## src/hw/rtl/aabbtc_pkg.sv

```systemverilog
// Shared constants, types and helper functions of the AABB tile collision resolver.
// Depends on nothing; aabbtc_cfg, aabbtc_div and the top level import it.

package aabbtc_pkg;

    // Map grid geometry.
    localparam int GRID_COLS = 32;
    localparam int GRID_ROWS = 32;
    localparam int CELLS     = GRID_COLS * GRID_ROWS;
    localparam int ADDR_W    = (CELLS > 1) ? $clog2(CELLS) : 1;
    localparam int COL_W     = (GRID_COLS > 1) ? $clog2(GRID_COLS) : 1;
    localparam int ROW_W     = (GRID_ROWS > 1) ? $clog2(GRID_ROWS) : 1;

    // Quotients only matter up to the grid size, so the divider saturates at 2**Q_STEPS.
    localparam int GRID_MAX = (GRID_COLS > GRID_ROWS) ? GRID_COLS : GRID_ROWS;
    localparam int Q_STEPS  = (GRID_MAX > 1) ? $clog2(GRID_MAX) : 1;
    localparam int Q_W      = Q_STEPS + 1;
    localparam int STEP_W   = (Q_STEPS > 1) ? $clog2(Q_STEPS) : 1;
    localparam int RNG_W    = ((Q_W > 6) ? Q_W : 6) + 1;

    // Divider lanes: low and high edge on each axis.
    localparam int DVD_W     = 15;
    localparam int LANE_N    = 4;
    localparam int LANE_X_LO = 0;
    localparam int LANE_X_HI = 1;
    localparam int LANE_Y_LO = 2;
    localparam int LANE_Y_HI = 3;

    // Field widths.
    localparam int TS_W   = 7;
    localparam int PW_W   = 12;
    localparam int MAP_W  = 6;
    localparam int CODE_W = 8;
    localparam int POS_W  = 16;
    localparam int PASS_W = 6;

    // Configuration port.
    localparam int CFG_AW = 5;
    localparam int CFG_DW = 32;

    typedef logic [1:0] t_op;
    localparam t_op OP_WR_TILE = 2'd0;
    localparam t_op OP_WR_BOMB = 2'd1;
    localparam t_op OP_MOVE    = 2'd2;

    typedef logic [2:0] t_reg_idx;
    localparam t_reg_idx REG_TILE_SIZE   = 3'd0;
    localparam t_reg_idx REG_PLAY_WIDTH  = 3'd1;
    localparam t_reg_idx REG_PLAY_HEIGHT = 3'd2;
    localparam t_reg_idx REG_MAP_COLS    = 3'd3;
    localparam t_reg_idx REG_MAP_ROWS    = 3'd4;
    localparam t_reg_idx REG_WALL_CODE   = 3'd5;
    localparam t_reg_idx REG_BLOCK_CODE  = 3'd6;

    localparam logic [TS_W-1:0]   RST_TILE_SIZE   = 7'd16;
    localparam logic [PW_W-1:0]   RST_PLAY_WIDTH  = 12'd512;
    localparam logic [PW_W-1:0]   RST_PLAY_HEIGHT = 12'd512;
    localparam logic [MAP_W-1:0]  RST_MAP_COLS    = 6'd32;
    localparam logic [MAP_W-1:0]  RST_MAP_ROWS    = 6'd32;
    localparam logic [CODE_W-1:0] RST_WALL_CODE   = 8'd1;
    localparam logic [CODE_W-1:0] RST_BLOCK_CODE  = 8'd2;

    typedef struct packed {
        logic [TS_W-1:0]   tile_size;
        logic [PW_W-1:0]   play_width;
        logic [PW_W-1:0]   play_height;
        logic [MAP_W-1:0]  map_cols;
        logic [MAP_W-1:0]  map_rows;
        logic [CODE_W-1:0] wall_code;
        logic [CODE_W-1:0] block_code;
    } t_cfg;

    typedef logic [ADDR_W-1:0]                t_addr;
    typedef logic [LANE_N-1:0][DVD_W-1:0]     t_dvd_vec;
    typedef logic [LANE_N-1:0][Q_W-1:0]       t_quot_vec;

    // Linear address of a map cell, row major.
    function automatic t_addr f_cell_addr(input logic [ROW_W-1:0] row,
                                          input logic [COL_W-1:0] col);
        return t_addr'(32'(row) * GRID_COLS + 32'(col));
    endfunction

    // A tile size of zero behaves as one.
    function automatic logic [TS_W-1:0] f_tile_eff(input logic [TS_W-1:0] ts);
        return (ts == '0) ? TS_W'(1) : ts;
    endfunction

endpackage

```

## src/hw/rtl/aabbtc_div.sv

```systemverilog
// Four-lane restoring divider by the tile size, one quotient bit per cycle, saturating.
// Depends on aabbtc_pkg for lane count, quotient width and step count.

module aabbtc_div
    import aabbtc_pkg::*;
(
    input  logic            i_clk,
    input  logic            i_rst_n,
    input  logic            i_start,
    input  t_dvd_vec        i_dvd,
    input  logic [TS_W-1:0] i_ts,
    output logic            o_done,
    output t_quot_vec       o_quot
);

    localparam int REM_W = DVD_W + 1;

    logic                          r_busy;
    logic                          r_done;
    logic [STEP_W-1:0]             r_step;
    logic [LANE_N-1:0][REM_W-1:0]  r_rem;
    logic [LANE_N-1:0]             r_sat;
    t_quot_vec                     r_quot;
    logic [TS_W-1:0]               r_ts;
    logic [LANE_N-1:0]             w_sat;
    logic [REM_W-1:0]              w_divs;

    // A dividend at or above ts << Q_STEPS has a quotient beyond any grid index.
    always_comb begin
        for (int l = 0; l < LANE_N; l++) begin
            w_sat[l] = (32'(i_dvd[l]) >= (32'(i_ts) << Q_STEPS));
        end
    end

    assign w_divs = REM_W'(r_ts) << r_step;

    always_ff @(posedge i_clk) begin
        if (!i_rst_n) begin
            r_busy <= 1'b0;
            r_done <= 1'b0;
            r_step <= '0;
        end else begin
            r_done <= 1'b0;
            if (i_start) begin
                r_busy <= 1'b1;
                r_step <= STEP_W'(Q_STEPS - 1);
            end else if (r_busy) begin
                if (r_step == '0) begin
                    r_busy <= 1'b0;
                    r_done <= 1'b1;
                end else begin
                    r_step <= r_step - STEP_W'(1);
                end
            end
        end
    end

    always_ff @(posedge i_clk) begin
        if (i_start) begin
            r_ts <= i_ts;
            for (int l = 0; l < LANE_N; l++) begin
                r_rem[l]  <= REM_W'(i_dvd[l]);
                r_sat[l]  <= w_sat[l];
                r_quot[l] <= w_sat[l] ? (Q_W'(1) << Q_STEPS) : '0;
            end
        end else if (r_busy) begin
            for (int l = 0; l < LANE_N; l++) begin
                if (!r_sat[l] && (r_rem[l] >= w_divs)) begin
                    r_rem[l]  <= r_rem[l] - w_divs;
                    r_quot[l] <= r_quot[l] | (Q_W'(1) << r_step);
                end
            end
        end
    end

    assign o_done = r_done;
    assign o_quot = r_quot;

endmodule

```

## config.mk

```make
export PLATFORM = sky130hd
export DESIGN_NAME = aabbtc_div
export DESIGN_NICKNAME = d
export VERILOG_FILES = /design/src/hw/rtl/aabbtc_pkg.sv /design/src/hw/rtl/aabbtc_div.sv
export SDC_FILE = /design/constraint.sdc
export NUM_CORES = 1
export LEC_CHECK = 0
export BUFFER_PORTS_ARGS = -buffer_cell sky130_fd_sc_hd__buf_2
export CAP_MARGIN = 20
export CORE_ASPECT_RATIO = 1.25
export CORE_MARGIN = 8
export CORE_UTILIZATION = 50
export DETAILED_ROUTE_END_ITERATION = 10
export HOLD_SLACK_MARGIN = 0.06
export PLACE_DENSITY = 0.76
export SYNTH_ARGS = -nofsm -noshare
export SYNTH_HDL_FRONTEND = slang
export SYNTH_SLANG_ARGS = --single-unit
```

## constraint.sdc

```tcl
create_clock -name i_clk -period 4 [get_ports i_clk]
set_input_delay 0.2 -clock i_clk [delete_from_list [all_inputs] [get_ports i_clk]]
set_output_delay 0.2 -clock i_clk [all_outputs]
set_load 0.01 [all_outputs]
```

**After elaboration in Yosys (flattened, before gate mapping)**

Index checks and enable logic that the tools add are counted.

- Output and inout bits: 25
- Register bits after elaboration: 104
- Input bits: 70

- Reductions and logical operators: 26
- Equal/unequal tests: 1
- Shift operators: 2
- $lt $le $gt $ge: 8
- Multiplexer cells: 23
- Bitwise operators: 7
- Add/subtract/negate cells: 5

Operators with widths:

| operator | number |
|---|---|
| two-way mux 63 bit | 2 |
| greater-or-equal comparator 16 bit | 4 |
| subtractor 16 bit | 4 |
| greater-or-equal comparator 15 x 12 -> 1 bit | 4 |
| two-way mux 16 bit | 3 |
| two-way mux 24 bit | 2 |
| two-way mux 6 bit | 8 |
| bitwise OR 6 bit | 4 |
| AND reduction 2 bit | 10 |
| left shift 7 x 3 -> 16 bit | 1 |
| two-way mux 15 bit | 1 |
| nonzero test 2 bit | 5 |
| two-way mux 3 bit | 3 |
| left shift 1 x 3 -> 6 bit (first input constant) | 1 |
| logical AND 1 bit | 4 |
| logical NOT 1 bit | 4 |
| two-way mux 1 bit | 4 |
| logical NOT 3 bit | 1 |
| NOT 1 bit | 3 |
| OR reduction 3 bit | 1 |
| subtractor 3 x 1 -> 3 bit (second input constant) | 1 |
| != test 2 bit (second input constant) | 1 |
| OR reduction 2 bit | 1 |

**Logic depth before layout (Yosys ltp)**

Gate-level depths: netlist (run 1).

- Word-level depth: 6
- Gate-level depth with buffers: 15
- Gate-level depth less buffers: 13

**Least setup slack after synthesis (run 1)**

OpenSTA, ideal clock, no wires.

- Path type: register to register
- From: register r_step[2]
- To: register r_quot, in the netlist o_quot[18] (enable)
- Stages on the path, launching flop included: 12
- Arrival time: 3.033 ns
- Slack: 0.586 ns
- Buffers on the path: 2
- Data required time: 3.619 ns
- Clock period less this slack: 3.414 ns
- Cells stage by stage: dfxtp_1 -> clkbuf_1 -> clkbuf_1 -> nor3_1 -> ha_1 -> fa_1 -> nand2b_1 -> a21oi_1 -> a21oi_1 -> o31ai_1 -> a31oi_1 -> nand2b_1

- Longest elaborated chain between the ends: 5

RTL lines:

| what | RTL line | source |
|---|---|---|
| start: declaration | aabbtc_div.sv:20 | `logic [STEP_W-1:0] r_step;` |
| start signal: assignment | aabbtc_div.sv:46 | `r_step <= STEP_W'(Q_STEPS - 1);` |
| start signal: assignment | aabbtc_div.sv:52 | `r_step <= r_step - STEP_W'(1);` |
| left shift 7 x 3 -> 16 bit | aabbtc_div.sv:35 | `assign w_divs = REM_W'(r_ts) << r_step;` |
| greater-or-equal comparator 16 bit | aabbtc_div.sv:68 | `if (!r_sat[l] && (r_rem[l] >= w_divs)) begin` |
| logical AND 1 bit | aabbtc_div.sv:68 |  |
| nonzero test 2 bit (no source line) | - |  |
| AND reduction 2 bit (no source line) | - |  |
| end signal: indexed assignment | aabbtc_div.sv:64 | `r_quot[l] <= w_sat[l] ? (Q_W'(1) << Q_STEPS) : '0;` |
| end signal: indexed assignment | aabbtc_div.sv:70 | `r_quot[l] <= r_quot[l] \| (Q_W'(1) << r_step);` |
| end: declaration | aabbtc_div.sv:23 | `t_quot_vec r_quot;` |

Every way passes these cells.
A chain may end at the register's enable or synchronous reset.

**Worst setup path after layout (run 1)**

- From: register r_step[0]
- To: register r_rem[2] (netlist bit), data pin

- Longest elaborated chain between the ends: 5

RTL lines:

| what | RTL line | source |
|---|---|---|
| left shift 7 x 3 -> 16 bit | aabbtc_div.sv:35 |  |
| subtractor 16 bit | aabbtc_div.sv:69 | `r_rem[l] <= r_rem[l] - w_divs;` |
| two-way mux 16 bit | aabbtc_div.sv:68 |  |
| two-way mux 63 bit | aabbtc_div.sv:66 | `end else if (r_busy) begin` |
| two-way mux 63 bit | aabbtc_div.sv:59 | `if (i_start) begin` |
| end signal: indexed assignment | aabbtc_div.sv:62 | `r_rem[l] <= REM_W'(i_dvd[l]);` |
| end signal: indexed assignment | aabbtc_div.sv:69 |  |
| end: declaration | aabbtc_div.sv:21 | `logic [LANE_N-1:0][REM_W-1:0] r_rem;` |

Every way passes these cells. The select of a mux whose other input is x is not followed.

==> out/results.txt, run 1 <==
Status -> finished, final reports clean
Worst slew margin -> 0.4475
Mapped Avg Cell Area -> 9.302 um^2
Remaining antenna violation count -> 0
Die footprint -> 0.01991 mm^2
NumNets Final -> 1110
Post-layout min period -> 3.633 ns
Largest net degree at the start of global routing -> 43
Syn_nets -> 1003
Root Buffer -> clkbuf_16
CTS sink count -> 104
Setup violators final -> 0
Synthesized cell area -> 0.007814 mm^2
Critical Path Most Common Cell -> inv_1
Antenna cell count -> 0
Clock slew at reported path FFs -> 0.08 ns
Fraction of layout cells with a size suffix above 1 -> 0.1544
YS warnings -> 0
Die width -> 127.8 um
Number of flops mapped to enable cells by yosys -> 95
Core ar. -> 0.01544 mm^2
Top FF cell, synth -> edfxtp_1
Synth-to-layout area growth -> 15.20%
Hold Fails Final Rpt -> 0
Via density -> 5.877
Detail Placement HPWL -> 17.03 mm
Worst path cell trace -> inv_1 -> nand2_1 -> nor3_1 -> ha_1 -> inv_1 -> fa_1 -> nand3_1 -> nand2_2 -> a41oi_1 -> o311ai_2 -> and2_1 -> inv_2 -> o21ai_0
Fmax -> 275.3 MHz
Clock Latency Late Sink -> 0.36 ns
GRT Total Usage -> 0.2252
Critical path depth in cells -> 13
Slew @ Worst Pin -> 0.8224 ns
Seq/Total Area, Yosys -> 0.3882
Max-slew violation count -> 0
Effective utilization at floorplan -> 0.5060
Port Buffers -> 94
H-tree levels -> 3
Wire length of the first global-routing pass -> 34.81 mm
Boundary Pins -> 95
Crit-path slowest cell -> nor3_1
Top cells by count, synth -> edfxtp_1, ha_1, nand2_1, nor2_1, a21oi_1
Synth top area share -> 0.3651
Setup crit start kind -> register
Post-synth top area cell -> edfxtp_1
Area contributors post-synth -> edfxtp_1, ha_1, nand2_1, a21oi_1, nor2_1
CP required -> 4.11 ns
CP max FO -> 11
Worst Hold Class -> in -> reg
Vias -> 6841
Final worst-path cycle share -> 0.9082
#FFs+latches synth -> 104
CP endpoint kind -> register
Cell Pwr Density -> 394.7 mW/mm^2
CTS tree -> yes
Hold depth -> 2
DR pass1 iterations -> 5
Arr. time, crit path -> 3.75 ns
Max incr delay on CP -> 0.65 ns
Leakage power -> 3.717 nW
Initial antenna violation count -> 0
Synth async-reset ratio -> 0
Setup_tns -> 0 ns
Max Root-Sink Buffers -> 2
Core Rows -> 51
Synthesized instance count -> 840
RSZ-0062 raised after global routing -> no
Residual DRC -> 0
Area of the multi-input gates -> 0.004542 mm^2
Max Cap Violations -> 0
GR Overflow Total -> 0
Drt total wl -> 22.23 mm
Hold slack final -> 0.1221 ns
Iter 0 DRT Violations -> 522
Vias in the first global route -> 6783
Placer Congestion -> 0.9659
Max VDD drop -> 0.2255 mV
WL per Instance -> 19.10 um
Critical path buffers and inverters -> 3
Count leader, synth -> edfxtp_1
FILL cells -> 1440
Crit Path Class -> reg -> reg
Post-cts sizing count -> 0
Family with the most delay on the worst path -> simple AND/OR/NAND/NOR gates
Register Area -> 0.003033 mm^2
CTS buffer count -> 9
Worst Skew -> 0.007930 ns
Reg2Reg Depth -> 13
Die H -> 155.8 um
Post-synth cell types -> 58
==> placed cells by master, fill, tap and decap left out, drive strengths merged, types with 4 or more instances in the layout <==
cell,n
inv,36
fa,4
o21a,5
nor3,14
ha,89
xnor2,29
mux2i,10
a22o,7
buf,119
o21ai,83
nor4,7
a21o,9
clkbuf,10
a21oi,67
and3,4
a2111oi,4
xor2,22
mux2,5
a211oi,5
nand3,12
nand4,11
a31oi,11
o211ai,17
dlygate4sd3,6
o31ai,7
and2,4
dfxtp,9
nand2b,14
nor2b,16
nand2,90
or3,7
edfxtp,95
o21bai,4
nor2,85
==> metrics by stage <==
| stage | cell area (um^2) | total power [W] | instances | setup WS, ns | utilization |
|---|---|---|---|---|---|
| 5_1_grt | 9001 | 0.003735 | 1164 | 0.2468 | 0.5829 |
| 6_report | 9001 | 0.003553 | 1164 | 0.3671 | 0.5829 |
| 4_1_cts | 9001 | 0.003543 | 1164 | 0.4404 | 0.5829 |
| 2_1_floorplan | 7814 | 0.002237 | 840 | 0.5860 | - |
| 3_5_place_dp | 8628 | 0.002592 | 1142 | 0.4497 | 0.5587 |
| 3_3_place_gp | 8628 | 0.002573 | 1142 | 0.5134 | 0.5587 |
==> worst paths after layout <==
path	from	to	slack (ns)
setup / recovery	r_step[0]	r_rem[2]	0.37
hold / removal	i_rst_n	r_busy	0.12
setup reg to reg	r_step[0]	r_rem[2]	0.37
hold reg to reg	o_quot[6]	o_quot[6]	0.57
==> worst register-to-register path, cell delays in order, from the launching register on <==
cell and delay, ns:
dfxtp_1 0.36, inv_1 0.23, nand2_1 0.12, nor3_1 0.65, ha_1 0.30, inv_1 0.06
fa_1 0.43, nand3_1 0.13, nand2_2 0.09, a41oi_1 0.27, o311ai_2 0.16, and2_1 0.26
inv_2 0.21, o21ai_0 0.12
==> report_power, final <==
group	switching [W]	total, W	internal (W)
combinational	0.000730	0.00124	0.000507
sequential	0.0000558	0.00136	0.00131
clock	0.000443	0.000954	0.000511
total	0.00123	0.00355	0.00232
==> layer usage <==
| metal | GRT usage | share of wire | vias to the layer above |
|---|---|---|---|
| li1 | - | - | 3324 |
| met1 | 0.2827 | 0.43 | 3205 |
| met2 | 0.3662 | 0.46 | 266 |
| met3 | 0.04036 | 0.069 | 46 |
| met4 | 0.1084 | 0.036 | 0 |
| met5 | 0 | 0 | - |
==> logic make-up after synthesis <==
kind of cell | Yosys count | share of synthesized area
and+or+nand+nor | 277 | 0.1662
muxes | 15 | 0.02002
xor gates and xnor gates | 51 | 0.05716
adders and majority gates | 93 | 0.1528
DFF | 104 | 0.3882
buffers and inverters | 63 | 0.03058
AOI/OAI and AO/OA | 237 | 0.1851
==> flip-flops by register name, indices dropped and copies added (netlist names) <==
signal and count:
o_done 1, o_quot 24, r_busy 1, r_rem 64, r_sat 4, r_step 3, r_ts 7
==> timing repair <==
action | in CTS | in global routing
hold buffers | 6 | 0
hold endpoints to repair | 6 | 0
setup buffers | 0 | 0
==> layout make-up <==
class / count / share of cell area
clock inverters: 6 / 0.008201
inverters: 34 / 0.01418
well taps: 212 / 0.02947
flip-flops and latches: 104 / 0.3369
clock buffers: 10 / 0.02655
repair buffers: 125 / 0.08007
multi-input cells: 673 / 0.5046
Power figures use the tool's default switching activity.
==> run 2, diff against run 1 <==
Settings changed: ABC_AREA set to 1.
==> out/results.txt, run 2 <==
Status -> finished, final reports clean
Max Cap Violations -> 0
Boundary Pins -> 95
Largest net degree at the start of global routing -> 56
Remaining antenna violation count -> 0
Seq/Total Area, Yosys -> 0.3483
Placer Congestion -> 0.9613
Max-slew violation count -> 0
Core ar. -> 0.01730 mm^2
Synth-to-layout area growth -> 12.60%
Iter 0 DRT Violations -> 649
Worst R2R Start -> r_step[0]
Met3 WL -> 1.820 mm
Setup Fix Bufs, Post-CTS -> 0
RSZ-0062 raised after global routing -> no
Drt total wl -> 24.96 mm
Top cells by count, synth -> nand2_1, inv_1, edfxtp_1, nor2_1, ha_1
DR top layer -> met4
Synthesized cell area -> 0.008708 mm^2
Clock Latency Late Sink -> 0.36 ns
Root Buffer -> clkbuf_16
Worst Skew -> 0.009103 ns
Hold Path End -> r_ts[1]
Setup WS pre-CTS -> 0.2727 ns
Detail Placement HPWL -> 19.67 mm
Effective utilization at floorplan -> 0.5035
H-tree levels -> 3
Crit Path Class -> reg -> reg
Synthesized instance count -> 1164
Wire length on met1 -> 10.55 mm
Hold Fails Final Rpt -> 0
Worst Hold Class -> in -> reg
GR Overflow Total -> 0
Final worst-path cycle share -> 0.9250
CTS buffer count -> 9
Post-synth top area cell -> edfxtp_1
CP max FO -> 16
Setup violators final -> 0
Initial antenna violation count -> 0
Synth async-reset ratio -> 0
Max reg flops -> 64
Area contributors post-synth -> edfxtp_1, nand2_1, ha_1, inv_1, a21oi_1
Fraction of layout cells with a size suffix above 1 -> 0.1352
Top FF cell, synth -> edfxtp_1
Post-layout min period -> 3.700 ns
Vias -> 8193
WL per Instance -> 16.68 um
Via density -> 5.477
Most common cell after layout, fill and taps aside -> nand2_1
R2R Path End -> r_rem[40]
CTS tree -> yes
YS warnings -> 0
Vias in the first global route -> 7902
Largest register by flop count -> r_rem
Number of flops mapped to enable cells by yosys -> 95
GRT Total Usage -> 0.2279
#FFs+latches synth -> 104
DR pass1 iterations -> 6
Syn_nets -> 1327
Die footprint -> 0.02192 mm^2
Core Rows -> 54
Clock slew at reported path FFs -> 0.07 ns
Most frequent cells in the layout -> nand2_1, inv_1, edfxtp_1
Wire length of the first global-routing pass -> 39.16 mm
CP endpoint kind -> register
DR WL met2 -> 11.69 mm
Post-synth cell types -> 39
Max Root-Sink Buffers -> 2
Slew @ Worst Pin -> 1.099 ns
Reg2Reg Depth -> 13
CTS sink count -> 104
Antenna cell count -> 0
NumNets Final -> 1430
Mapped Avg Cell Area -> 7.481 um^2
Reg-to-reg slack, setup -> 0.30 ns
Die H -> 163.6 um
FILL cells -> 1668
Count leader, synth -> nand2_1
Residual DRC -> 0
CP required -> 4.04 ns
Cell Pwr Density -> 369.9 mW/mm^2
Fmax -> 270.3 MHz
Setup_tns -> 0 ns
Critical hold path startpoint -> i_ts[1]
Fin worst setup slack -> 0.2999 ns
Leakage power -> 4.723 nW
Synth top area share -> 0.3276
Port Buffers -> 94
Arr. time, crit path -> 3.74 ns
Worst slew margin -> 0.2597
Hold depth -> 1
Die width -> 134.0 um
Max VDD drop -> 0.2102 mV
Setup crit start kind -> register
[run 2: changes by cell type in the layout (fill, tap and decap cells not counted), sizes merged, moves of 12 or more]
cell | previous run | this run
nor2b | 16 | 0
inv | 36 | 155
nand2b | 14 | 0
a21oi | 67 | 88
nor2 | 85 | 97
nand3 | 12 | 61
buf | 119 | 105
o211ai | 17 | 4
nand2 | 90 | 367
[run 2: worst max-delay path by stage]
stage | to | from | cells after the start
finish | r_rem[40] | r_step[0] | 13
floorplan | o_quot[12] | r_step[1] | 14
detailed placement | r_rem[43] | r_step[0] | 13
global placement | r_rem[43] | r_step[0] | 13
CTS | r_rem[34] | r_step[0] | 13
global route | r_rem[40] | r_step[0] | 13
[run 2: cell type report]
cell class              instances  area [um^2]  share of cell area
clock buffers                  11        232.7             0.02373
clock inverters                 5        56.30            0.005742
inverters                     155        581.8             0.05933
multi-input cells             887         5004              0.5103
flip-flops and latches        104         3033              0.3093
well taps                     224        280.3             0.02858
repair buffers                110        618.1             0.06303
[run 2: per-stage QoR]
| step | cell area [um^2] | hold WS, ns | total power (W) | util | instances |
|---|---|---|---|---|---|
| 2_1_floorplan | 8708 | 0.2989 | 0.002357 | - | 1164 |
| 3_3_place_gp | 9467 | 0.3959 | 0.002713 | 0.5473 | 1475 |
| 3_5_place_dp | 9467 | 0.4028 | 0.002724 | 0.5473 | 1475 |
| 4_1_cts | 9806 | 0.07372 | 0.003621 | 0.5669 | 1496 |
| 5_1_grt | 9806 | 0.06498 | 0.003863 | 0.5669 | 1496 |
| 6_report | 9806 | 0.07746 | 0.003628 | 0.5669 | 1496 |
[run 2: repair_timing]
item / in CTS / in global routing
hold buffers: 5 / 0
gates resized for setup: 0 / 1
endpoints found under the setup margin: 0 / 16
endpoints found under the hold margin: 5 / 0
[run 2: critical path, stage by stage (launching register included)]
cell     delay, ns
dfxtp_1       0.59
inv_1         0.26
nor3_1        0.27
o21ai_0       0.42
ha_1          0.56
nand2_1       0.09
inv_1         0.10
nand2_1       0.06
nor2_1        0.09
nand2_1       0.07
nand2_2       0.08
nand2_1       0.08
o21ai_2       0.37
buf_4         0.35
[run 2: routing by layer]
| metal | vias to the layer above | global-route usage |
|---|---|---|
| li1 | 4096 | - |
| met1 | 3731 | 0.2803 |
| met2 | 312 | 0.3861 |
| met3 | 54 | 0.03569 |
| met4 | 0 | 0.1023 |
| met5 | - | 0 |
[run 2: power breakdown]
group | switching (W) | internal, W | total, W
combinational | 0.000878 | 0.000490 | 0.00137
clock | 0.000414 | 0.000487 | 0.000901
sequential | 0.0000550 | 0.00130 | 0.00136
[run 2: kinds of logic (layout without fill, tap and decap cells)]
group	Yosys count	after routing	share of synthesized area
AO/OA/AOI/OAI	184	184	0.1233
XOR/XNOR	30	30	0.03017
adder cells (fa/ha/maj)	93	93	0.1371
buffers and inverters	173	281	0.07758
flip-flops	104	104	0.3483
multiplexers	2	2	0.002299
AND/OR/NAND/NOR	578	578	0.2813
