<file path="src/hw/rtl/aabbtc_pkg.sv">
// Shared constants, types and helper functions of the AABB tile collision resolver.
// Depends on nothing; aabbtc_cfg, aabbtc_div and the top level import it.

package aabbtc_pkg;

    // Map grid geometry.
    localparam int GRID_COLS = 32;
    localparam int GRID_ROWS = 32;
    localparam int CELLS     = GRID_COLS * GRID_ROWS;
    localparam int ADDR_W    = (CELLS > 1) ? $clog2(CELLS) : 1;
    localparam int COL_W     = (GRID_COLS > 1) ? $clog2(GRID_COLS) : 1;
    localparam int ROW_W     = (GRID_ROWS > 1) ? $clog2(GRID_ROWS) : 1;

    // Quotients only matter up to the grid size, so the divider saturates at 2**Q_STEPS.
    localparam int GRID_MAX = (GRID_COLS > GRID_ROWS) ? GRID_COLS : GRID_ROWS;
    localparam int Q_STEPS  = (GRID_MAX > 1) ? $clog2(GRID_MAX) : 1;
    localparam int Q_W      = Q_STEPS + 1;
    localparam int STEP_W   = (Q_STEPS > 1) ? $clog2(Q_STEPS) : 1;
    localparam int RNG_W    = ((Q_W > 6) ? Q_W : 6) + 1;

    // Divider lanes: low and high edge on each axis.
    localparam int DVD_W     = 15;
    localparam int LANE_N    = 4;
    localparam int LANE_X_LO = 0;
    localparam int LANE_X_HI = 1;
    localparam int LANE_Y_LO = 2;
    localparam int LANE_Y_HI = 3;

    // Field widths.
    localparam int TS_W   = 7;
    localparam int PW_W   = 12;
    localparam int MAP_W  = 6;
    localparam int CODE_W = 8;
    localparam int POS_W  = 16;
    localparam int PASS_W = 6;

    // Configuration port.
    localparam int CFG_AW = 5;
    localparam int CFG_DW = 32;

    typedef logic [1:0] t_op;
    localparam t_op OP_WR_TILE = 2'd0;
    localparam t_op OP_WR_BOMB = 2'd1;
    localparam t_op OP_MOVE    = 2'd2;

    typedef logic [2:0] t_reg_idx;
    localparam t_reg_idx REG_TILE_SIZE   = 3'd0;
    localparam t_reg_idx REG_PLAY_WIDTH  = 3'd1;
    localparam t_reg_idx REG_PLAY_HEIGHT = 3'd2;
    localparam t_reg_idx REG_MAP_COLS    = 3'd3;
    localparam t_reg_idx REG_MAP_ROWS    = 3'd4;
    localparam t_reg_idx REG_WALL_CODE   = 3'd5;
    localparam t_reg_idx REG_BLOCK_CODE  = 3'd6;

    localparam logic [TS_W-1:0]   RST_TILE_SIZE   = 7'd16;
    localparam logic [PW_W-1:0]   RST_PLAY_WIDTH  = 12'd512;
    localparam logic [PW_W-1:0]   RST_PLAY_HEIGHT = 12'd512;
    localparam logic [MAP_W-1:0]  RST_MAP_COLS    = 6'd32;
    localparam logic [MAP_W-1:0]  RST_MAP_ROWS    = 6'd32;
    localparam logic [CODE_W-1:0] RST_WALL_CODE   = 8'd1;
    localparam logic [CODE_W-1:0] RST_BLOCK_CODE  = 8'd2;

    typedef struct packed {
        logic [TS_W-1:0]   tile_size;
        logic [PW_W-1:0]   play_width;
        logic [PW_W-1:0]   play_height;
        logic [MAP_W-1:0]  map_cols;
        logic [MAP_W-1:0]  map_rows;
        logic [CODE_W-1:0] wall_code;
        logic [CODE_W-1:0] block_code;
    } t_cfg;

    typedef logic [ADDR_W-1:0]                t_addr;
    typedef logic [LANE_N-1:0][DVD_W-1:0]     t_dvd_vec;
    typedef logic [LANE_N-1:0][Q_W-1:0]       t_quot_vec;

    // Linear address of a map cell, row major.
    function automatic t_addr f_cell_addr(input logic [ROW_W-1:0] row,
                                          input logic [COL_W-1:0] col);
        return t_addr'(32'(row) * GRID_COLS + 32'(col));
    endfunction

    // A tile size of zero behaves as one.
    function automatic logic [TS_W-1:0] f_tile_eff(input logic [TS_W-1:0] ts);
        return (ts == '0) ? TS_W'(1) : ts;
    endfunction

endpackage

</file>
<file path="src/hw/rtl/aabbtc_cfg.sv">
// Configuration register file behind an APB-style port.
// Depends on aabbtc_pkg for register indexes, reset values and the t_cfg type.

module aabbtc_cfg
    import aabbtc_pkg::*;
(
    input  logic              i_clk,
    input  logic              i_rst_n,
    input  logic              psel,
    input  logic              penable,
    input  logic              pwrite,
    input  logic [CFG_AW-1:0] paddr,
    input  logic [CFG_DW-1:0] pwdata,
    output logic [CFG_DW-1:0] prdata,
    output logic              pready,
    output t_cfg              o_cfg
);

    t_cfg     r_cfg;
    t_reg_idx w_idx;
    logic     w_wr;

    assign pready = 1'b1;
    assign w_idx  = paddr[CFG_AW-1:2];
    assign w_wr   = psel && penable && pwrite && pready;

    always_ff @(posedge i_clk) begin
        if (!i_rst_n) begin
            r_cfg.tile_size   <= RST_TILE_SIZE;
            r_cfg.play_width  <= RST_PLAY_WIDTH;
            r_cfg.play_height <= RST_PLAY_HEIGHT;
            r_cfg.map_cols    <= RST_MAP_COLS;
            r_cfg.map_rows    <= RST_MAP_ROWS;
            r_cfg.wall_code   <= RST_WALL_CODE;
            r_cfg.block_code  <= RST_BLOCK_CODE;
        end else if (w_wr) begin
            unique case (w_idx)
                REG_TILE_SIZE:   r_cfg.tile_size   <= pwdata[TS_W-1:0];
                REG_PLAY_WIDTH:  r_cfg.play_width  <= pwdata[PW_W-1:0];
                REG_PLAY_HEIGHT: r_cfg.play_height <= pwdata[PW_W-1:0];
                REG_MAP_COLS:    r_cfg.map_cols    <= pwdata[MAP_W-1:0];
                REG_MAP_ROWS:    r_cfg.map_rows    <= pwdata[MAP_W-1:0];
                REG_WALL_CODE:   r_cfg.wall_code   <= pwdata[CODE_W-1:0];
                REG_BLOCK_CODE:  r_cfg.block_code  <= pwdata[CODE_W-1:0];
                default: ;
            endcase
        end
    end

    always_comb begin
        unique case (w_idx)
            REG_TILE_SIZE:   prdata = CFG_DW'(r_cfg.tile_size);
            REG_PLAY_WIDTH:  prdata = CFG_DW'(r_cfg.play_width);
            REG_PLAY_HEIGHT: prdata = CFG_DW'(r_cfg.play_height);
            REG_MAP_COLS:    prdata = CFG_DW'(r_cfg.map_cols);
            REG_MAP_ROWS:    prdata = CFG_DW'(r_cfg.map_rows);
            REG_WALL_CODE:   prdata = CFG_DW'(r_cfg.wall_code);
            REG_BLOCK_CODE:  prdata = CFG_DW'(r_cfg.block_code);
            default:         prdata = '0;
        endcase
    end

    assign o_cfg = r_cfg;

endmodule

</file>
<file path="config.mk">
export PLATFORM = sky130hd
export DESIGN_NAME = aabbtc_cfg
export DESIGN_NICKNAME = d
export VERILOG_FILES = /design/src/hw/rtl/aabbtc_pkg.sv /design/src/hw/rtl/aabbtc_cfg.sv
export SDC_FILE = /design/constraint.sdc
export NUM_CORES = 1
export LEC_CHECK = 0
export BUFFER_PORTS_ARGS = -buffer_cell sky130_fd_sc_hd__buf_2
export CORE_MARGIN = 2
export CORE_UTILIZATION = 35
export CTS_CLUSTER_SIZE = 40
export DETAILED_ROUTE_END_ITERATION = 8
export SLEW_MARGIN = 20
export SYNTH_ARGS = -nofsm -noshare
export SYNTH_HDL_FRONTEND = slang
export SYNTH_SLANG_ARGS = --single-unit
export TNS_END_PERCENT = 100
</file>
<file path="constraint.sdc">
create_clock -name i_clk -period 1.63 [get_ports i_clk]
set_input_delay 0.163 -clock i_clk [delete_from_list [all_inputs] [get_ports i_clk]]
set_output_delay 0.163 -clock i_clk [all_outputs]
set_load 0.005 [all_outputs]
</file>
======== Yosys cells after proc, flatten, opt, wreduce, memory -nomap -nowiden ========
Index checks and enable logic that the tools add are counted.
Widths: inputs -> output; s select.
operators by class
  eq/ne operators ......................... 6
  bitwise logic cells ..................... 0
  shifts and indexed selects .............. 0
  add/subtract/negate cells ............... 0
  magnitude comparators ................... 0
  reduce and logical (&&, ||, !) cells .... 10
  multiply operators ...................... 0
  muxes and demuxes ....................... 1
  divide/modulo/power cells ............... 0
operators by type and width
  kind                count
  $pmux 12 s7         1
  $reduce_and 2->1    7
  $eq 3x3->1 const B  3
  $eq 3x2->1 const B  2
  $eq 3x1->1 const B  1
  $logic_not 3->1     1
  $logic_and 1x1->1   2
storage, ports and cells
  memory bits (writable) .................. 0
  memory bits (read-only) ................. 0
  memories kept ........................... 0
  word-level logic and storage cells ...... 24
  bits of input ports ..................... 42
  bits in latches ......................... 0
  register bits ........................... 59
  output and inout bits ................... 92

======== Depth between registers and ports, before layout ========
Gate-level depths: netlist (run 1).
  word-level depth ........................ 3
  gate-level depth with buffers ........... 6
  gate-level depth less buffers ........... 3

======== Worst setup path before layout (run 1) ========
Ideal clock, no wire load.
  path kind ............................... in2out
  start point ............................. input paddr[2]
  end point ............................... output prdata[3]
  buffers on the path ..................... 2
  data required time ...................... 1.467 ns
  setup slack ............................. 0.346 ns
  stages on the path ...................... 5
  arrival time ............................ 1.121 ns
  cell sequence ........................... buf_4 > buf_2 > mux2i_1 > o22ai_1 > a311o_1
on the way
  word-level cells in the longest chain between the ends .. 2
  elaborated cells between the ends (all ways) .. 8
  classes of those cells .................. eq/ne (6); mux (1); reduce/logical (1)
RTL lines
  what                                      RTL line          text
  start: declaration                        aabbtc_cfg.sv:12  input logic [CFG_AW-1:0] paddr,
  $eq 3x3->1, or another cell as far along  aabbtc_cfg.sv:51  unique case (w_idx)
  $pmux 12 s7 *                             aabbtc_cfg.sv:51
  end: declaration                          aabbtc_cfg.sv:14  output logic [CFG_DW-1:0] prdata,
Every way passes the cells marked *; elsewhere a longest branch is shown, timed or not.

======== Worst setup path after layout (run 1) ========
  start point ............................. register r_cfg (netlist bit o_cfg[23])
  end point ............................... output prdata[1]
on the way
  word-level cells in the longest chain between the ends .. 1
RTL lines
  what                RTL line          text
  start: declaration  aabbtc_cfg.sv:19  t_cfg r_cfg;
  $pmux 12 s7         aabbtc_cfg.sv:51
No other way between the ends.

==> results of run 1 <==
[timing repair]
item,in CTS,in global routing
pin swaps,0,2
gates resized for setup,1,10
setup endpoints to repair,1,6
[report_power, final]
part / leakage [nW] / switching (mW) / total (mW) / internal [mW]
Clock: 0.133 / 0.571 / 1.71 / 1.14
Sequential: 0.479 / 0.00912 / 1.46 / 1.45
Combinational: 1.15 / 0.166 / 0.275 / 0.108
Total: 1.76 / 0.746 / 3.45 / 2.70
[synthesized netlist by cell type (all sizes together)]
cell,n
a21oi,2
a221oi,4
a22oi,7
a311o,2
and4b,1
buf,29
clkbuf,13
conb,2
dfxtp,59
inv,8
mux2,2
mux2i,69
nand2,65
nand2b,2
nand3,2
nand4,1
nand4b,1
nor2,13
nor2b,3
o211ai,1
o21ai,7
o221a,4
o221ai,1
o22ai,2
o311ai,5
or2,3
or2b,1
[kinds of logic after synthesis]
| group | after synthesis | share of synthesized area |
|---|---|---|
| DFF | 59 | 0.408 |
| AOI/OAI and AO/OA | 35 | 0.0935 |
| other | 2 | 0.00260 |
| buffers and inverters | 50 | 0.105 |
| and+or+nand+nor | 92 | 0.144 |
| muxes | 71 | 0.247 |
[worst reg2reg max path, delay by kind of cell, from the launching register on]
kind | cells | cell delay, ns
AO/OA/AOI/OAI | 2 | 0.22
flip-flops | 1 | 0.33
[final timing paths]
kind	from	end	slack, ns	cells past startpoint
max	o_cfg[23]	prdata[1]	0.06	4
min	pwdata[4]	o_cfg[56]	0.08	3
max reg2reg	o_cfg[27]	o_cfg[27]	0.93	2
min reg2reg	o_cfg[10]	o_cfg[10]	0.47	2
[stage by stage]
stage,worst slack [ns],total power [mW]
5_1_grt,0.000197,3.55
6_report,0.0554,3.45
3_3_place_gp,0.0986,1.76
2_1_floorplan,0.346,1.69
3_5_place_dp,0.0771,1.77
4_1_cts,0.0103,3.47
[area by class of cell]
class	count	area (um^2)	share of cell area
Multi-Input combinational cell	219	1500	0.404
Sequential cell	59	1190	0.322
Timing Repair Buffer	107	591	0.160
Clock buffer	12	165	0.0447
Tap cell	105	131	0.0355
Clock inverter	4	95.1	0.0257
Inverter	8	30.0	0.00812
[layer usage]
layer | up-vias | track usage | routed length (um)
met5 | - | 0 | 0
met4 | 0 | 0.0628 | 102
met3 | 7 | 0.0431 | 380
met2 | 76 | 0.267 | 3660
met1 | 1211 | 0.237 | 3780
li1 | 1214 | - | -
==> impl_metrics.ini, run 1 <==
[outcome]
outcome = finished clean

[layout]
final_cells = 514
syn_to_final_growth_pct = 27.9
layout_common_cells = buf_2, mux2i_1, nand2_1, dfxtp_1, conb_1
insertedDiodeCount = 0
drive_gt1_frac = 0.362
finish.instance_area_um2 = 3700
n_fill_cell = 796
final_nets = 446
largest_reg_flops = 59
final_common_cell = buf_2
fin_util = 0.457

[critical_path]
worst_setup_path_end_kind = primary output
crit_family = compound AO/OA/AOI/OAI gates
start_kind = flip-flop
crit_arrival_ns = 1.41
slowest_stage = dfxtp_1
crit_type = reg2out
path_cells = mux2i_1 > o221a_2 > a221oi_1 > buf_2
crit_path_max_fanout = 3
slowest_delay_ns = 0.36
cp_data_required_time_ns = 1.47
path_buf_inv = 1

[yosys]
yosys-top-cells-area = dfxtp_1, mux2i_1, nand2_1, buf_4, a22oi_1
syn_area_um2 = 2890
yosysWarnings = 0
ys_seq_elements = 59
yosysTopAreaCell = dfxtp_1
syn_inst = 309
synth_top_area_frac = 0.408
synth.distinct_cells = 34
ys_seq_area_frac = 0.408
syn_avg_cell_area_um2 = 9.36

[floorplan]
die_width_um = 94.9
die_h_um = 94.9
core_um2 = 8090
io-pin-count = 134
rows = 33
dieArea_um2 = 9000
start_util = 0.357

[clock_network]
clkTransAtPathRegs_ns = 0.07
cts.sinks = 59
cts_tree = done
numCtsBuffers = 9
postCtsHoldBufs = 0
clkLatencyLatePin_ns = 0.33
htree_levels = 3
root_buffer = clkbuf_8
post_cts_buffers = 0
clockBufferDepth = 2

[run]
drv_cap = 0

[detailed_routing]
antenna_left = 0
detail_route.wl_per_cell_um = 15.4
viasPerCell = 4.88
drc = 0
drt-initial-drc-count = 103
drt-total-wl_um = 7920
vias = 2508
drt_first_pass_iters = 4

[power_and_ir_drop]
irDropWorstVdd_mv = 0.415
p_leak_nw = 1.76
power_density_nw_per_um2 = 932

[sta]
finalMaxSlewViolations = 0
setup_viol = 0
max_slew_margin = 0.646
worst_pin_slew_ns = 0.529
max_freq_mhz = 635
tns_ns = 0
period_needed_ns = 1.57
fin_worst_skew_ns = 0
whs_ns = 0.0817
finalHoldViolations = 0
fin_crit_sh = 0.966
rsz0062_at_grt = false

[place]
place_congestion = 0.762
post-dp-hpwl_um = 5640
dp_cells = 498
portBuffers = 90
placed_area_um2 = 3410

[global_route]
antenna_found_initial = 0
globalRouteTotalUtil = 0.174
grt_max_degree = 71
grt_overflow = 0
grt_pass1_wl_um = 11700
grt_pass1_vias = 2274

[min_path]
hp-class = in2reg
Note: power is estimated with default switching activity, not from simulation.
==> run 2: changes to the inputs <==
Settings changed: CORE_MARGIN 2 to 4.
==> run 2 against run 1 <==
Against the previous run: utilization rose by 0.40 points; flip-flop and latch count did not move; critical path depth did not move; largest cell class unchanged.
==> impl_metrics.ini, run 2 (synthesis gave the netlist of run 1 again) <==
[global_route]
grt_pass1_wl_um = 12600
grt_overflow = 0
grt_pass1_vias = 2366
antenna_found_initial = 0
grt_max_degree = 67
globalRouteTotalUtil = 0.162

[sta]
setup_viol = 0
fin_worst_skew_ns = 0
whs_ns = 0.0863
max_freq_mhz = 635
tns_ns = 0
finalHoldViolations = 0
rsz0062_at_grt = false
finalMaxSlewViolations = 0
period_needed_ns = 1.58
fin_crit_sh = 0.967

[outcome]
outcome = finished clean

[detailed_routing]
antenna_left = 0
drt-initial-drc-count = 124
drc = 0
drt_first_pass_iters = 4
vias = 2500
detail_route.wl_per_cell_um = 15.9
drt-total-wl_um = 8140
viasPerCell = 4.87

[run]
drv_cap = 0

[clock_network]
root_buffer = clkbuf_8
cts_tree = done
clockBufferDepth = 2
numCtsBuffers = 9
cts.sinks = 59
clkTransAtPathRegs_ns = 0.07
clkLatencyLatePin_ns = 0.33
htree_levels = 3
post_cts_buffers = 0

[power_and_ir_drop]
clkPwrFrac = 0.405
power_frac_seq = 0.499
p_leak_nw = 1.73
power_switching_mw = 0.733
power_density_nw_per_um2 = 806
irDropWorstVdd_mv = 0.375
p_comb_frac = 0.096
internal-power_mw = 2.20
switching_share = 0.250

[critical_path]
crit_path_max_fanout = 3
crit_type = reg2out
start_kind = flip-flop
cp_data_required_time_ns = 1.47
crit_arrival_ns = 1.41
r2r-start = o_cfg[21]
crit_path_start = o_cfg[22]
worst_setup_path_end_kind = primary output

[place]
place_congestion = 0.760
post-dp-hpwl_um = 5940
dp_cells = 497
placed_area_um2 = 3430
portBuffers = 90

[min_path]
hp-class = in2reg
hold_start = pwdata[4]

[floorplan]
core_um2 = 7890
io-pin-count = 134
start_util = 0.367
die_width_um = 98.9
dieArea_um2 = 9780
rows = 32
die_h_um = 98.9

[layout]
drive_gt1_frac = 0.350
final_cells = 513
final_common_cell = buf_2
fin_util = 0.461
layout_common_cells = buf_2, mux2i_1, nand2_1, dfxtp_1, conb_1
final_nets = 448
syn_to_final_growth_pct = 25.7
largest_reg_flops = 59
insertedDiodeCount = 0
finish.instance_area_um2 = 3640
n_fill_cell = 793
-- run 2: path summary, 6_finish.rpt --
kind	end	slack [ns]	cells past startpoint
min	o_cfg[56]	0.09	3
min reg2reg	o_cfg[23]	0.47	2
max reg2reg	o_cfg[21]	0.94	2
max	prdata[0]	0.05	4
-- run 2: metrics by stage --
stage / setup WS (ns) / total power, mW
after global routing: 0.00542 / 3.04
after global placement: 0.120 / 1.77
final: 0.0542 / 2.93
after detailed placement: 0.0850 / 1.77
after floorplan: 0.346 / 1.69
after CTS: 0.0184 / 2.94
-- run 2: power by group through the flow --
stage / clock network (mW) / registers, mW / logic (mW)
detailed placement: 0 / 1.49 / 0.274
finish: 1.19 / 1.46 / 0.282
global route: 1.27 / 1.46 / 0.308
CTS: 1.20 / 1.46 / 0.279
floorplan: 0 / 1.49 / 0.199
global placement: 0 / 1.49 / 0.272
-- run 2: cell type report --
cell class	count	area [um^2]	share of cell area
repair buffers	109	618	0.170
clock buffers	14	163	0.0447
well taps	102	128	0.0351
flip-flops and latches	59	1190	0.326
inverters	8	30.0	0.00826
multi-input cells	219	1500	0.413
clock inverters	2	10.0	0.00275
-- run 2: per-layer routing --
metal  vias up  track usage  wire length [um]
li1       1218            -                 -
met5         -            0                 0
met1      1177        0.213              3810
met3        15       0.0382               473
met4         0       0.0777               163
met2        90        0.250              3700
-- run 2: what timing repair did --
| item | in CTS | in global routing |
|---|---|---|
| endpoints found under the setup margin | 2 | 5 |
| hold buffers | 0 | 0 |
| gates resized for setup | 2 | 6 |
| pin swaps | 0 | 3 |
-- run 2: critical path: stages (launching register included) --
cell and delay, ns:
dfxtp_1 0.36, mux2i_1 0.09, o221a_2 0.27, a221oi_2 0.19, buf_2 0.16
==> run 3: changes to the inputs <==
Settings changed: ABC_AREA set to 1, CELL_PAD_IN_SITES_DETAIL_PLACEMENT set to 1, CELL_PAD_IN_SITES_GLOBAL_PLACEMENT set to 1, CORE_UTILIZATION 35 to 32, PLACE_DENSITY_LB_ADDON set to 0.1.
==> run 3 against run 2 <==
Against the previous run: combinational power up 23%; utilization shrank 4.3 points; synthesized area grew 8.0%; final cell count increased by 40%; clock skew unchanged; clock power rose by 27%; non-clock buffer count rose by 5; routed wire length up 33%; global-route usage rose by 2.8 points; fmax grew 13%; critical path type unchanged.
==> impl_metrics.ini, run 3 <==
[sta]
finalHoldViolations = 0
rsz0062_at_grt = false
fin_crit_sh = 0.856
period_needed_ns = 1.39
setup_viol = 0
max_freq_mhz = 717
fin_worst_skew_ns = 0
tns_ns = 0
finalMaxSlewViolations = 0

[power_and_ir_drop]
clkPwrFrac = 0.453
switching_share = 0.271
fin_total_pwr_mw = 3.33
internal-power_mw = 2.43
p_leak_nw = 1.96
power_density_nw_per_um2 = 850
irDropWorstVdd_mv = 0.346
power_switching_mw = 0.902
p_comb_frac = 0.104
power_frac_seq = 0.443

[yosys]
syn_avg_cell_area_um2 = 6.38
synth.distinct_cells = 17
synth_top_area_frac = 0.378
syn_area_um2 = 3120
yosysMostFrequentCell = nand2_1
ys_seq_elements = 59
yosysWarnings = 0
yosys-top-cells-area = dfxtp_1, nand2_1, nor2_1, nand3_1, buf_4
yosysTopAreaCell = dfxtp_1
synth-async-reset-ratio = 0
ys_seq_area_frac = 0.378
syn_inst = 490
synth-edff-count = 0
synth_ff_type = dfxtp_1
netlist_top_cells_count = nand2_1, nor2_1, dfxtp_1

[global_route]
grt_overflow = 0
globalRouteTotalUtil = 0.190
grt_pass1_wl_um = 17000
grt_max_degree = 60
grt_pass1_vias = 3252
antenna_found_initial = 0

[detailed_routing]
drt-initial-drc-count = 107
viasPerCell = 4.76
drt-total-wl_um = 10800
wl_met2_um = 5160
drt_first_pass_iters = 4
wl_met1_um = 4950
antenna_left = 0
drc = 0
detail_route.wl_per_cell_um = 15.0
vias = 3418
dr_wl_met3_um = 582
top_layer = met4

[critical_path]
path_buf_inv = 1
rrSetupSlack_ns = 1.00
slowest_stage = dfxtp_1
crit_type = reg2out
start_kind = flip-flop
cp_data_required_time_ns = 1.47
slowest_delay_ns = 0.33
crit_family = simple AND/OR/NAND/NOR gates
path_cells = nand4_1 > nand2_1 > nor2_1 > nand2_1 > buf_2
cpMostUsedCell = nand2_1
worst_setup_path_end_kind = primary output
crit_arrival_ns = 1.23
crit_path_max_fanout = 3

[floorplan]
rows = 35
die_width_um = 107
die_h_um = 107
io-pin-count = 134
dieArea_um2 = 11400
start_util = 0.333
core_um2 = 9370

[layout]
regArea_um2 = 1180
layout_common_cells = nand2_1, nor2_1, buf_2, dfxtp_1, nand3_1
n_fill_cell = 1284
syn_to_final_growth_pct = 25.4
largest_reg_flops = 59
final_common_cell = nand2_1
final_nets = 626
drive_gt1_frac = 0.243
insertedDiodeCount = 0
final_cells = 718
multi_input_area_um2 = 1610

[clock_network]
post_cts_buffers = 0
clkLatencyLatePin_ns = 0.33
clockBufferDepth = 2
numCtsBuffers = 9
root_buffer = clkbuf_8
cts_tree = done
postCtsHoldBufs = 0
cts.sinks = 59
cts_resized = 0
htree_levels = 3
clkTransAtPathRegs_ns = 0.07

[run]
drv_cap = 0

[outcome]
outcome = finished clean

[place]
dp_cells = 702
post-dp-hpwl_um = 8000
place_congestion = 0.817
portBuffers = 90

[min_path]
hp-class = in2reg
==> run 3: worst min-delay path, stage by stage <==
cell     delay (ns)
buf_2          0.09
nand2_1        0.05
nand3_1        0.07
==> run 3: metrics by stage <==
stage	worst slack, ns	area (um^2)	utilization	hold slack, ns
after floorplan	0.581	3200	-	0.289
after global placement	0.195	3700	0.395	0.400
after detailed placement	0.143	3700	0.395	0.408
after CTS	0.226	3920	0.418	0.0520
after global routing	0.0647	3920	0.418	0.0601
final	0.235	3920	0.418	0.0599
==> run 3: logic make-up (layout without fill, tap and decap cells) <==
family	Yosys count	count (layout)	synth area share
compound gates	7	7	0.0112
buf+inv	71	151	0.129
flops	59	59	0.378
other cells	2	21	0.00240
simple gates	351	351	0.479
==> run 3: final timing paths <==
kind         startpoint         to  depth (start not counted)
max           o_cfg[10]  prdata[2]                          5
min           pwdata[1]   o_cfg[1]                          3
max reg2reg   o_cfg[27]  o_cfg[27]                          2
min reg2reg   o_cfg[44]  o_cfg[44]                          2
==> run 3: cell type report <==
cell class / instances / share of cell area
multi-input combinational: 379 / 0.411
timing repair buffer: 114 / 0.171
sequential: 59 / 0.302
clock inverter: 7 / 0.0236
clock buffer: 9 / 0.0316
tap: 129 / 0.0412
inverter: 21 / 0.0201
==> run 3: power by group through the flow <==
stage	Combinational, mW	Sequential, mW	Clock, mW
final	0.346	1.47	1.51
after global routing	0.389	1.48	1.60
after CTS	0.347	1.47	1.53
after detailed placement	0.346	1.51	0
after global placement	0.341	1.51	0
after floorplan	0.241	1.51	0
==> run 3: metal layers <==
| metal | track usage | up-vias |
|---|---|---|
| met2 | 0.323 | 92 |
| met1 | 0.247 | 1619 |
| met3 | 0.0343 | 10 |
| met4 | 0.0521 | 0 |
| met5 | 0 | - |
| li1 | - | 1697 |
